File: config.mk
export PLATFORM = sky130hd
export DESIGN_NAME = space_saving_flow_counter_flat
export DESIGN_NICKNAME = d
export VERILOG_FILES = /design/src/sv/ssfc_pkg.sv /design/src/sv/ssfc_if.sv /design/src/sv/ssfc_ram.sv /design/src/sv/ssfc_scan.sv /design/src/sv/space_saving_flow_counter.sv /design/src/flat_wrapper.sv
export SDC_FILE = /design/constraint.sdc
export NUM_CORES = 1
export LEC_CHECK = 0
export BUFFER_PORTS_ARGS = -buffer_cell sky130_fd_sc_hd__buf_4
export CAP_MARGIN = 25
export CORE_MARGIN = 4
export CORE_UTILIZATION = 30
export CTS_BUF_LIST = sky130_fd_sc_hd__clkbuf_16
export DETAILED_ROUTE_END_ITERATION = 8
export PLACE_DENSITY_LB_ADDON = 0.12
export SYNTH_ARGS = -nofsm -noshare
export SYNTH_HDL_FRONTEND = slang
export SYNTH_SLANG_ARGS = --single-unit
File: constraint.sdc
create_clock -name clk -period 11.3 [get_ports clk]
set_clock_uncertainty 0.05 [all_clocks]
set_input_delay 1.695 -clock clk [delete_from_list [all_inputs] [get_ports clk]]
set_output_delay 1.695 -clock clk [all_outputs]
set_load 0.05 [all_outputs]
File: src/sv/ssfc_pkg.sv
package ssfc_pkg;

  localparam int DEF_ENTRIES = 8;

  localparam int ADDR_W  = 32;
  localparam int PORT_W  = 16;
  localparam int PROTO_W = 8;
  localparam int COUNT_W = 16;
  localparam int SLOT_W  = 6;

  typedef struct packed {
    logic [ADDR_W-1:0]  source_address;
    logic [ADDR_W-1:0]  destination_address;
    logic [PORT_W-1:0]  source_port;
    logic [PORT_W-1:0]  destination_port;
    logic [PROTO_W-1:0] protocol;
  } key_t;

  // one table row as held in the RAM
  typedef struct packed {
    key_t               key;
    logic [COUNT_W-1:0] count;
    logic [COUNT_W-1:0] ovr;
  } entry_t;

  localparam int ENTRY_W = $bits(entry_t);

  typedef struct packed {
    logic [SLOT_W-1:0]  slot;
    logic               matched;
    logic [COUNT_W-1:0] new_count;
    logic [COUNT_W-1:0] error_bound;
  } res_t;

endpackage

File: src/sv/ssfc_if.sv
interface ssfc_in_if;
  logic                        valid;
  logic                        ready;
  logic [ssfc_pkg::ADDR_W-1:0]  source_address;
  logic [ssfc_pkg::ADDR_W-1:0]  destination_address;
  logic [ssfc_pkg::PORT_W-1:0]  source_port;
  logic [ssfc_pkg::PORT_W-1:0]  destination_port;
  logic [ssfc_pkg::PROTO_W-1:0] protocol;

  modport source (output valid, source_address, destination_address, source_port,
                  destination_port, protocol, input ready);
  modport sink   (input valid, source_address, destination_address, source_port,
                  destination_port, protocol, output ready);
endinterface

interface ssfc_out_if;
  logic                        valid;
  logic                        ready;
  logic [ssfc_pkg::SLOT_W-1:0]  slot;
  logic                        matched;
  logic [ssfc_pkg::COUNT_W-1:0] new_count;
  logic [ssfc_pkg::COUNT_W-1:0] error_bound;

  modport source (output valid, slot, matched, new_count, error_bound, input ready);
  modport sink   (input valid, slot, matched, new_count, error_bound, output ready);
endinterface

File: src/sv/ssfc_ram.sv
module ssfc_ram #(
  parameter int WIDTH = 8,
  parameter int DEPTH = 8
) (
  input  logic                     clk,
  input  logic                     we,
  input  logic [$clog2(DEPTH)-1:0] waddr,
  input  logic [WIDTH-1:0]         wdata,
  input  logic [$clog2(DEPTH)-1:0] raddr,
  output logic [WIDTH-1:0]         rdata
);

  logic [WIDTH-1:0] mem [DEPTH];

  always_ff @(posedge clk) begin
    if (we) begin
      mem[waddr] <= wdata;
    end
    rdata <= mem[raddr];
  end

endmodule

File: src/sv/ssfc_scan.sv
module ssfc_scan #(
  parameter int NUM_ENTRIES = ssfc_pkg::DEF_ENTRIES
) (
  input  logic                           clk,
  input  logic                           rst_n,
  ssfc_in_if.sink                        in_chan,
  input  logic                           res_ready,
  output logic                           res_push,
  output ssfc_pkg::res_t                 res,
  output logic                           ram_we,
  output logic [$clog2(NUM_ENTRIES)-1:0] ram_waddr,
  output ssfc_pkg::entry_t               ram_wdata,
  output logic [$clog2(NUM_ENTRIES)-1:0] ram_raddr,
  input  ssfc_pkg::entry_t               ram_rdata
);

  localparam int IW = $clog2(NUM_ENTRIES);
  localparam int CW = $clog2(NUM_ENTRIES + 1);

  typedef enum logic [2:0] {
    ST_IDLE  = 3'b001,
    ST_SCAN  = 3'b010,
    ST_WRITE = 3'b100
  } state_t;

  state_t                       state_r;
  ssfc_pkg::key_t               key_r;
  logic [CW-1:0]                iss_r;
  logic                         dv_r;
  logic [IW-1:0]                didx_r;
  logic [NUM_ENTRIES-1:0]       vld_r;
  logic                         found_r;
  logic [IW-1:0]                hit_r;
  logic [ssfc_pkg::COUNT_W-1:0] hit_cnt_r;
  logic [ssfc_pkg::COUNT_W-1:0] hit_ovr_r;
  logic [ssfc_pkg::COUNT_W-1:0] least_r;
  logic [IW-1:0]                victim_r;

  ssfc_pkg::entry_t             ent;
  ssfc_pkg::key_t               in_key;
  logic                         accept;
  logic                         issue;
  logic                         hit_now;
  logic [ssfc_pkg::COUNT_W-1:0] wr_count;
  logic [ssfc_pkg::COUNT_W-1:0] wr_ovr;

  assign in_key = '{source_address:      in_chan.source_address,
                    destination_address: in_chan.destination_address,
                    source_port:         in_chan.source_port,
                    destination_port:    in_chan.destination_port,
                    protocol:            in_chan.protocol};

  assign in_chan.ready = (state_r == ST_IDLE);
  assign accept        = in_chan.valid && in_chan.ready;
  assign issue         = (state_r == ST_SCAN) && (iss_r != CW'(NUM_ENTRIES));
  assign ram_raddr     = iss_r[IW-1:0];

  // entries never written read as all zero
  assign ent     = vld_r[didx_r] ? ram_rdata : '0;
  assign hit_now = (ent.key == key_r);

  assign res_push  = (state_r == ST_WRITE) && res_ready;
  assign wr_count  = found_r ? hit_cnt_r + 1'b1 : least_r + 1'b1;
  assign wr_ovr    = found_r ? hit_ovr_r : least_r;
  assign ram_we    = res_push;
  assign ram_waddr = found_r ? hit_r : victim_r;
  assign ram_wdata = '{key: key_r, count: wr_count, ovr: wr_ovr};

  assign res = '{slot:        ssfc_pkg::SLOT_W'(ram_waddr),
                 matched:     found_r,
                 new_count:   wr_count,
                 error_bound: wr_ovr};

  always_ff @(posedge clk) begin
    if (!rst_n) begin
      state_r <= ST_IDLE;
      vld_r   <= '0;
      dv_r    <= 1'b0;
      iss_r   <= '0;
      found_r <= 1'b0;
    end else begin
      dv_r <= issue;
      unique case (state_r)
        ST_IDLE: begin
          if (accept) begin
            key_r   <= in_key;
            iss_r   <= '0;
            found_r <= 1'b0;
            state_r <= ST_SCAN;
          end
        end
        ST_SCAN: begin
          if (issue) begin
            iss_r <= iss_r + 1'b1;
          end
          if (dv_r) begin
            // first match wins
            if (!found_r && hit_now) begin
              found_r   <= 1'b1;
              hit_r     <= didx_r;
              hit_cnt_r <= ent.count;
              hit_ovr_r <= ent.ovr;
            end
            // strict less-than keeps the lowest index on ties
            if (didx_r == '0 || ent.count < least_r) begin
              least_r  <= ent.count;
              victim_r <= didx_r;
            end
            if (didx_r == IW'(NUM_ENTRIES - 1)) begin
              state_r <= ST_WRITE;
            end
          end
        end
        ST_WRITE: begin
          if (res_ready) begin
            vld_r[ram_waddr] <= 1'b1;
            state_r          <= ST_IDLE;
          end
        end
        default: state_r <= ST_IDLE;
      endcase
    end
  end

  always_ff @(posedge clk) begin
    didx_r <= iss_r[IW-1:0];
  end

endmodule

File: src/sv/space_saving_flow_counter.sv
// Channel   Dir  Word
// in_chan   in   5-tuple key: src/dst address, src/dst port, protocol
// out_chan  out  slot, matched flag, new count, error bound
//
// Each word is accepted, the table is read once per entry through the single
// RAM read port, the last read returns, and the updated row is written back.
// rst_n is synchronous; reset clears the per-entry valid flags, so the table
// reads as all zero at once and no clearing sweep is needed.
// A finished result sits in the output register; the next key is taken while
// it waits, and only the write-back stalls if the register is still full.

module space_saving_flow_counter #(
  parameter int NUM_ENTRIES = ssfc_pkg::DEF_ENTRIES
) (
  input  logic        clk,
  input  logic        rst_n,
  ssfc_in_if.sink     in_chan,
  ssfc_out_if.source  out_chan
);

  localparam int IW = $clog2(NUM_ENTRIES);

  logic             res_ready;
  logic             res_push;
  ssfc_pkg::res_t   res;
  logic             ram_we;
  logic [IW-1:0]    ram_waddr;
  logic [IW-1:0]    ram_raddr;
  ssfc_pkg::entry_t ram_wdata;
  ssfc_pkg::entry_t ram_rdata;

  // output register
  logic             out_vld_r;
  ssfc_pkg::res_t   out_r;

  // table: one row per entry, key + count + overestimate
  ssfc_ram #(
    .WIDTH (ssfc_pkg::ENTRY_W),
    .DEPTH (NUM_ENTRIES)
  ) u_ram (
    .clk   (clk),
    .we    (ram_we),
    .waddr (ram_waddr),
    .wdata (ram_wdata),
    .raddr (ram_raddr),
    .rdata (ram_rdata)
  );

  // walks the table: match search and minimum search in one pass
  ssfc_scan #(
    .NUM_ENTRIES (NUM_ENTRIES)
  ) u_scan (
    .clk       (clk),
    .rst_n     (rst_n),
    .in_chan   (in_chan),
    .res_ready (res_ready),
    .res_push  (res_push),
    .res       (res),
    .ram_we    (ram_we),
    .ram_waddr (ram_waddr),
    .ram_wdata (ram_wdata),
    .ram_raddr (ram_raddr),
    .ram_rdata (ram_rdata)
  );

  // free when empty or being drained this cycle
  assign res_ready = !out_vld_r || out_chan.ready;

  always_ff @(posedge clk) begin
    if (!rst_n) begin
      out_vld_r <= 1'b0;
    end else if (res_push) begin
      out_vld_r <= 1'b1;
    end else if (out_chan.ready) begin
      out_vld_r <= 1'b0;
    end
  end

  always_ff @(posedge clk) begin
    if (res_push) begin
      out_r <= res;
    end
  end

  assign out_chan.valid       = out_vld_r;
  assign out_chan.slot        = out_r.slot;
  assign out_chan.matched     = out_r.matched;
  assign out_chan.new_count   = out_r.new_count;
  assign out_chan.error_bound = out_r.error_bound;

endmodule

File: src/flat_wrapper.sv
// flat-port wrapper written by rule: the top's interface ports become plain ports
module space_saving_flow_counter_flat 
#(
  parameter int NUM_ENTRIES = ssfc_pkg::DEF_ENTRIES
)
  (clk, rst_n, in_chan_valid, in_chan_source_address, in_chan_destination_address, in_chan_source_port, in_chan_destination_port, in_chan_protocol, in_chan_ready, out_chan_valid, out_chan_slot, out_chan_matched, out_chan_new_count, out_chan_error_bound, out_chan_ready);
  ssfc_in_if in_chan_i ();
  ssfc_out_if out_chan_i ();
  input  logic clk;
  input  logic rst_n;
  input wire logic [$bits(in_chan_i.valid)-1:0] in_chan_valid;
  input wire logic [$bits(in_chan_i.source_address)-1:0] in_chan_source_address;
  input wire logic [$bits(in_chan_i.destination_address)-1:0] in_chan_destination_address;
  input wire logic [$bits(in_chan_i.source_port)-1:0] in_chan_source_port;
  input wire logic [$bits(in_chan_i.destination_port)-1:0] in_chan_destination_port;
  input wire logic [$bits(in_chan_i.protocol)-1:0] in_chan_protocol;
  output wire logic [$bits(in_chan_i.ready)-1:0] in_chan_ready;
  output wire logic [$bits(out_chan_i.valid)-1:0] out_chan_valid;
  output wire logic [$bits(out_chan_i.slot)-1:0] out_chan_slot;
  output wire logic [$bits(out_chan_i.matched)-1:0] out_chan_matched;
  output wire logic [$bits(out_chan_i.new_count)-1:0] out_chan_new_count;
  output wire logic [$bits(out_chan_i.error_bound)-1:0] out_chan_error_bound;
  input wire logic [$bits(out_chan_i.ready)-1:0] out_chan_ready;
  assign in_chan_i.valid = in_chan_valid;
  assign in_chan_i.source_address = in_chan_source_address;
  assign in_chan_i.destination_address = in_chan_destination_address;
  assign in_chan_i.source_port = in_chan_source_port;
  assign in_chan_i.destination_port = in_chan_destination_port;
  assign in_chan_i.protocol = in_chan_protocol;
  assign in_chan_ready = in_chan_i.ready;
  assign out_chan_valid = out_chan_i.valid;
  assign out_chan_slot = out_chan_i.slot;
  assign out_chan_matched = out_chan_i.matched;
  assign out_chan_new_count = out_chan_i.new_count;
  assign out_chan_error_bound = out_chan_i.error_bound;
  assign out_chan_i.ready = out_chan_ready;
  space_saving_flow_counter #(.NUM_ENTRIES(NUM_ENTRIES)) u_core (.clk(clk), .rst_n(rst_n), .in_chan(in_chan_i), .out_chan(out_chan_i));
endmodule
==> impl_table.tex <==
\begin{tabular}{lr}
\hline
Metric & Value \\
\hline
\multicolumn{2}{l}{\textbf{Placement}} \\
\quad Count of buffers inserted at the top-level ports & 145 \\
\quad Final weighted congestion of routability-driven global placement & between 0.7 and 0.8 \\
\quad Final HPWL from detailed placement & $\sim$82 mm \\
\quad Placed Instances & approximately 5000 \\
\multicolumn{2}{l}{\textbf{Job}} \\
\quad Number of maximum-capacitance constraint violations & 0 \\
\multicolumn{2}{l}{\textbf{Synthesis}} \\
\quad Cell variety after synth & 70 \\
\quad Number of register bits inferred by synthesis & 1439 \\
\quad Per-instance average area after synthesis & between 20 and 25 um\^{}2 \\
\quad Post-synthesis async set-or-reset flop share & 0\% \\
\quad Leading register cell type out of synthesis & sky130\_fd\_sc\_hd\_\_edfxtp\_1 \\
\quad Count of flip-flops with a built-in enable after synthesis & 1282 \\
\quad Total number of yosys warnings & 0 \\
\quad Synthesized netlist cell count & around 2500 \\
\quad Post-Synthesis Cell Area & 53700 um\^{}2 \\
\quad Post-synthesis sequential area ratio & 77.6\% \\
\multicolumn{2}{l}{\textbf{Global route}} \\
\quad Met2 Track Usage GR & between 20\% and 30\% \\
\quad First-pass GRT wire length & about 200 mm \\
\quad Routing usage on met1 & approximately a fifth \\
\quad M3 GR Usage & 2.72\% \\
\quad Antenna violations before repair & 4 \\
\quad Grt ovf & 0 \\
\quad Combined global-route utilization of all metal layers & roughly 15\% \\
\quad Grt peak-use layer & met2 \\
\quad Number of global-route vias before repair & approximately 28000 \\
\quad Largest net degree at the start of global routing & 127 \\
\multicolumn{2}{l}{\textbf{Power and ir drop}} \\
\quad Leakage power total & around 20 nW \\
\quad Switching part of the total & between 20\% and 30\% \\
\quad Gate power share & roughly 1.6\% \\
\quad Internal power & roughly 8.7 mW \\
\quad Clock power share & 45.1\% \\
\quad Seq pwr share & between 50\% and 60\% \\
\quad Net switching power & between 2 and 2.5 mW \\
\quad Peak supply drop & roughly 0.00014 V \\
\quad Power per cell area & approximately 180 nW/um\^{}2 \\
\multicolumn{2}{l}{\textbf{STA}} \\
\quad Hold Vio Cnt, Final & 0 \\
\quad Final-report setup violation count & 0 \\
\quad Peak Freq & around 0.18 GHz \\
\quad Actual slew at the worst max-slew pin & approximately 1.1 ns \\
\quad Post-route minimum period & roughly 5.5 ns \\
\quad Slew HR & a little under 30\% \\
\quad Number of pins with negative max-slew slack in the final report & 0 \\
\quad Setup repair after global routing missed its margin & no \\
\quad Final critical-path share of the clock period & around half \\
\quad Summed negative setup slack over all endpoints & 0 ns \\
\multicolumn{2}{l}{\textbf{Clock network}} \\
\quad Cell chosen for the clock root & sky130\_fd\_sc\_hd\_\_clkbuf\_16 \\
\quad Clock latency of the later-clocked register in the worst-skew pair & $\sim$0.8 ns \\
\quad Hold buffers post-CTS & 0 \\
\quad Clk sink count & around 1400 \\
\quad Longest Clk Path Bufs & 3 \\
\quad Clock Pin Slew Worst Setup and Hold Paths & 0.06 ns \\
\quad TritonCTS Buffers & between 150 and 200 \\
\quad TritonCTS clock tree & built \\
\quad Htree depth & 4 \\
\quad Total of cells resized after clock tree synthesis & 0 \\
\quad Post-CTS Setup Repair Bufs & 0 \\
\multicolumn{2}{l}{\textbf{Routing}} \\
\quad Total number of vias & roughly 25000 \\
\quad Average routed wire per standard cell & about 27 um \\
\quad DR DRC count & 0 \\
\quad Pre-antenna DRT Iters & 5 \\
\quad Wire length reported by the detailed router & $\sim$140 mm \\
\quad Drt first-iter violations & between 1500 and 2000 \\
\quad Per-cell via count in the routed design & 4.82 \\
\quad Antenna Nets Post-Route & 0 \\
\multicolumn{2}{l}{\textbf{Finish}} \\
\quad Final standard cell count with taps included and fillers excluded & between 5000 and 6000 \\
\quad Synthesis-to-finish area growth & 17.1\% \\
\quad Most common cell after layout, fill and taps aside & sky130\_fd\_sc\_hd\_\_edfxtp\_1 \\
\quad Share of layout cells above drive strength 1 & approximately 30\% \\
\quad Number of nets in the layout & between 2000 and 3000 \\
\quad Most frequent cells in the layout & sky130\_fd\_sc\_hd\_\_edfxtp\_1, sky130\_fd\_sc\_hd\_\_mux4\_2, sky130\_fd\_sc\_hd\_\_buf\_4 \\
\multicolumn{2}{l}{\textbf{Floorplan}} \\
\quad Initial Util & slightly above 30\% \\
\quad IO Count & approximately 150 \\
\quad Overall die area & 186000 um\^{}2 \\
\quad Die extent in x & 431 um \\
\quad Std-Cell Rows & 154 \\
\quad Floorplan core area & 177000 um\^{}2 \\
\quad Die Span Y & approximately 430 um \\
\multicolumn{2}{l}{\textbf{Worst setup path}} \\
\quad Crit end category & flop \\
\quad CP Launch Type & flop \\
\quad Required time worst endpoint & about 12 ns \\
\quad Start-to-end type of the worst setup path & reg2reg \\
\quad Worst-path maximum fanout & 56 \\
\quad Critical path arrival & around 5.8 ns \\
\multicolumn{2}{l}{\textbf{Hold path}} \\
\quad Hold WC Path Type & reg2reg \\
\multicolumn{2}{l}{\textbf{Run status}} \\
\quad Run status & finished clean \\
\hline
\end{tabular}
## cells by family after synthesis
family / after synthesis / synth area share [%]
other cells: 1 / 0.00699
simple gates: 259 / 2.59
xor+xnor: 63 / 1.03
flops: 1439 / 77.6
buf+inv: 159 / 1.24
mux: 422 / 14.5
compound gates: 185 / 2.59
fa+ha+maj: 18 / 0.420
## state kept, by name, indices dropped and copies added (netlist names)
signal,flops
u_core.u_scan.state_r,3
u_core.u_scan.vld_r,8
u_core.out_chan.matched,1
u_core.u_scan.ram_wdata,104
u_core.u_ram.mem,1088
u_core.u_scan.least_r,16
u_core.u_scan.didx_r,3
u_core.u_scan.iss_r,4
u_core.u_scan.hit_ovr_r,16
u_core.out_chan.valid,1
u_core.out_chan.error_bound,16
u_core.u_scan.dv_r,1
u_core.u_ram.rdata,136
u_core.u_scan.found_r,1
u_core.u_scan.hit_cnt_r,16
u_core.u_scan.victim_r,3
u_core.u_scan.hit_r,3
u_core.out_chan.slot,3
u_core.out_chan.new_count,16
## area by class of cell
class / count / area, um^2
fillers: 16300 / 114000
flip-flops and latches: 1439 / 41700
multi-input cells: 950 / 11400
clock buffers: 164 / 4100
well taps: 2340 / 2930
repair buffers: 203 / 1570
clock inverters: 139 / 970
inverters: 48 / 180
diodes: 2 / 5.00
## layer usage
layer  wire (um)  part of all wire, %
met1       60000                   43
met2       71700                   51
met3        5480                  3.9
met4        2960                  2.1
met5           0                    0
## critical path, cell delays in order (launching register included)
cell                       delay, ns
sky130_fd_sc_hd__dfxtp_1        0.57
sky130_fd_sc_hd__mux2i_1        0.16
sky130_fd_sc_hd__a22oi_2        0.21
sky130_fd_sc_hd__buf_4          0.34
sky130_fd_sc_hd__buf_4          0.65
sky130_fd_sc_hd__and2_1         0.94
sky130_fd_sc_hd__a21boi_0       0.26
sky130_fd_sc_hd__a2111o_1       0.44
sky130_fd_sc_hd__or4_4          0.56
sky130_fd_sc_hd__nor4_4         0.25
sky130_fd_sc_hd__buf_4          0.49
## final timing paths
| kind | startpoint | end | slack (ns) | depth (start not counted) |
|---|---|---|---|---|
| max | u_core.u_scan.didx_r[0] | u_core.u_scan.hit_ovr_r[0] | 5.84 | 10 |
| min | u_core.u_scan.vld_r[4] | u_core.u_scan.vld_r[4] | 0.41 | 1 |
| max reg2reg | u_core.u_scan.didx_r[0] | u_core.u_scan.hit_ovr_r[0] | 5.84 | 10 |
| min reg2reg | u_core.u_scan.vld_r[4] | u_core.u_scan.vld_r[4] | 0.41 | 1 |
## synth_stat cells (19+ instances only)
cell type	number	area [um^2]
sky130_fd_sc_hd__and3_1	35	219
sky130_fd_sc_hd__edfxtp_1	1282	38500
sky130_fd_sc_hd__mux4_2	272	6130
sky130_fd_sc_hd__nand3_1	42	210
sky130_fd_sc_hd__nor2b_1	26	163
sky130_fd_sc_hd__nor2_1	48	180
sky130_fd_sc_hd__o21ai_0	19	95.1
sky130_fd_sc_hd__nand2_1	42	158
sky130_fd_sc_hd__inv_1	48	180
sky130_fd_sc_hd__dfxtp_1	157	3140
sky130_fd_sc_hd__clkbuf_1	62	233
sky130_fd_sc_hd__xnor2_1	23	201
sky130_fd_sc_hd__buf_1	32	120
sky130_fd_sc_hd__xor2_1	40	350
sky130_fd_sc_hd__mux2_2	137	1540
sky130_fd_sc_hd__a21oi_1	22	110
## power groups by stage
stage / Sequential (mW) / Clock, mW / Combinational (mW)
floorplan: 5.94 / 0 / 0.109
global placement: 5.99 / 0 / 0.186
CTS: 5.88 / 5.13 / 0.188
finish: 5.88 / 4.97 / 0.181
detailed placement: 5.99 / 0 / 0.187
global route: 5.88 / 5.36 / 0.197
## stage by stage
| step | utilization [%] | power, mW | cell area, um^2 | setup WS (ns) | hold slack, ns |
|---|---|---|---|---|---|
| finish | 35.5 | 11.0 | 62900 | 5.84 | 0.414 |
| global placement | 32.6 | 6.17 | 57700 | 6.02 | 0.401 |
| CTS | 35.5 | 11.2 | 62800 | 5.88 | 0.416 |
| detailed placement | 32.6 | 6.18 | 57700 | 5.90 | 0.402 |
| floorplan | - | 6.05 | 53700 | 1.03 | 0.303 |
| global route | 35.5 | 11.4 | 62900 | 5.63 | 0.437 |
(Power assumes the default switching activity.)
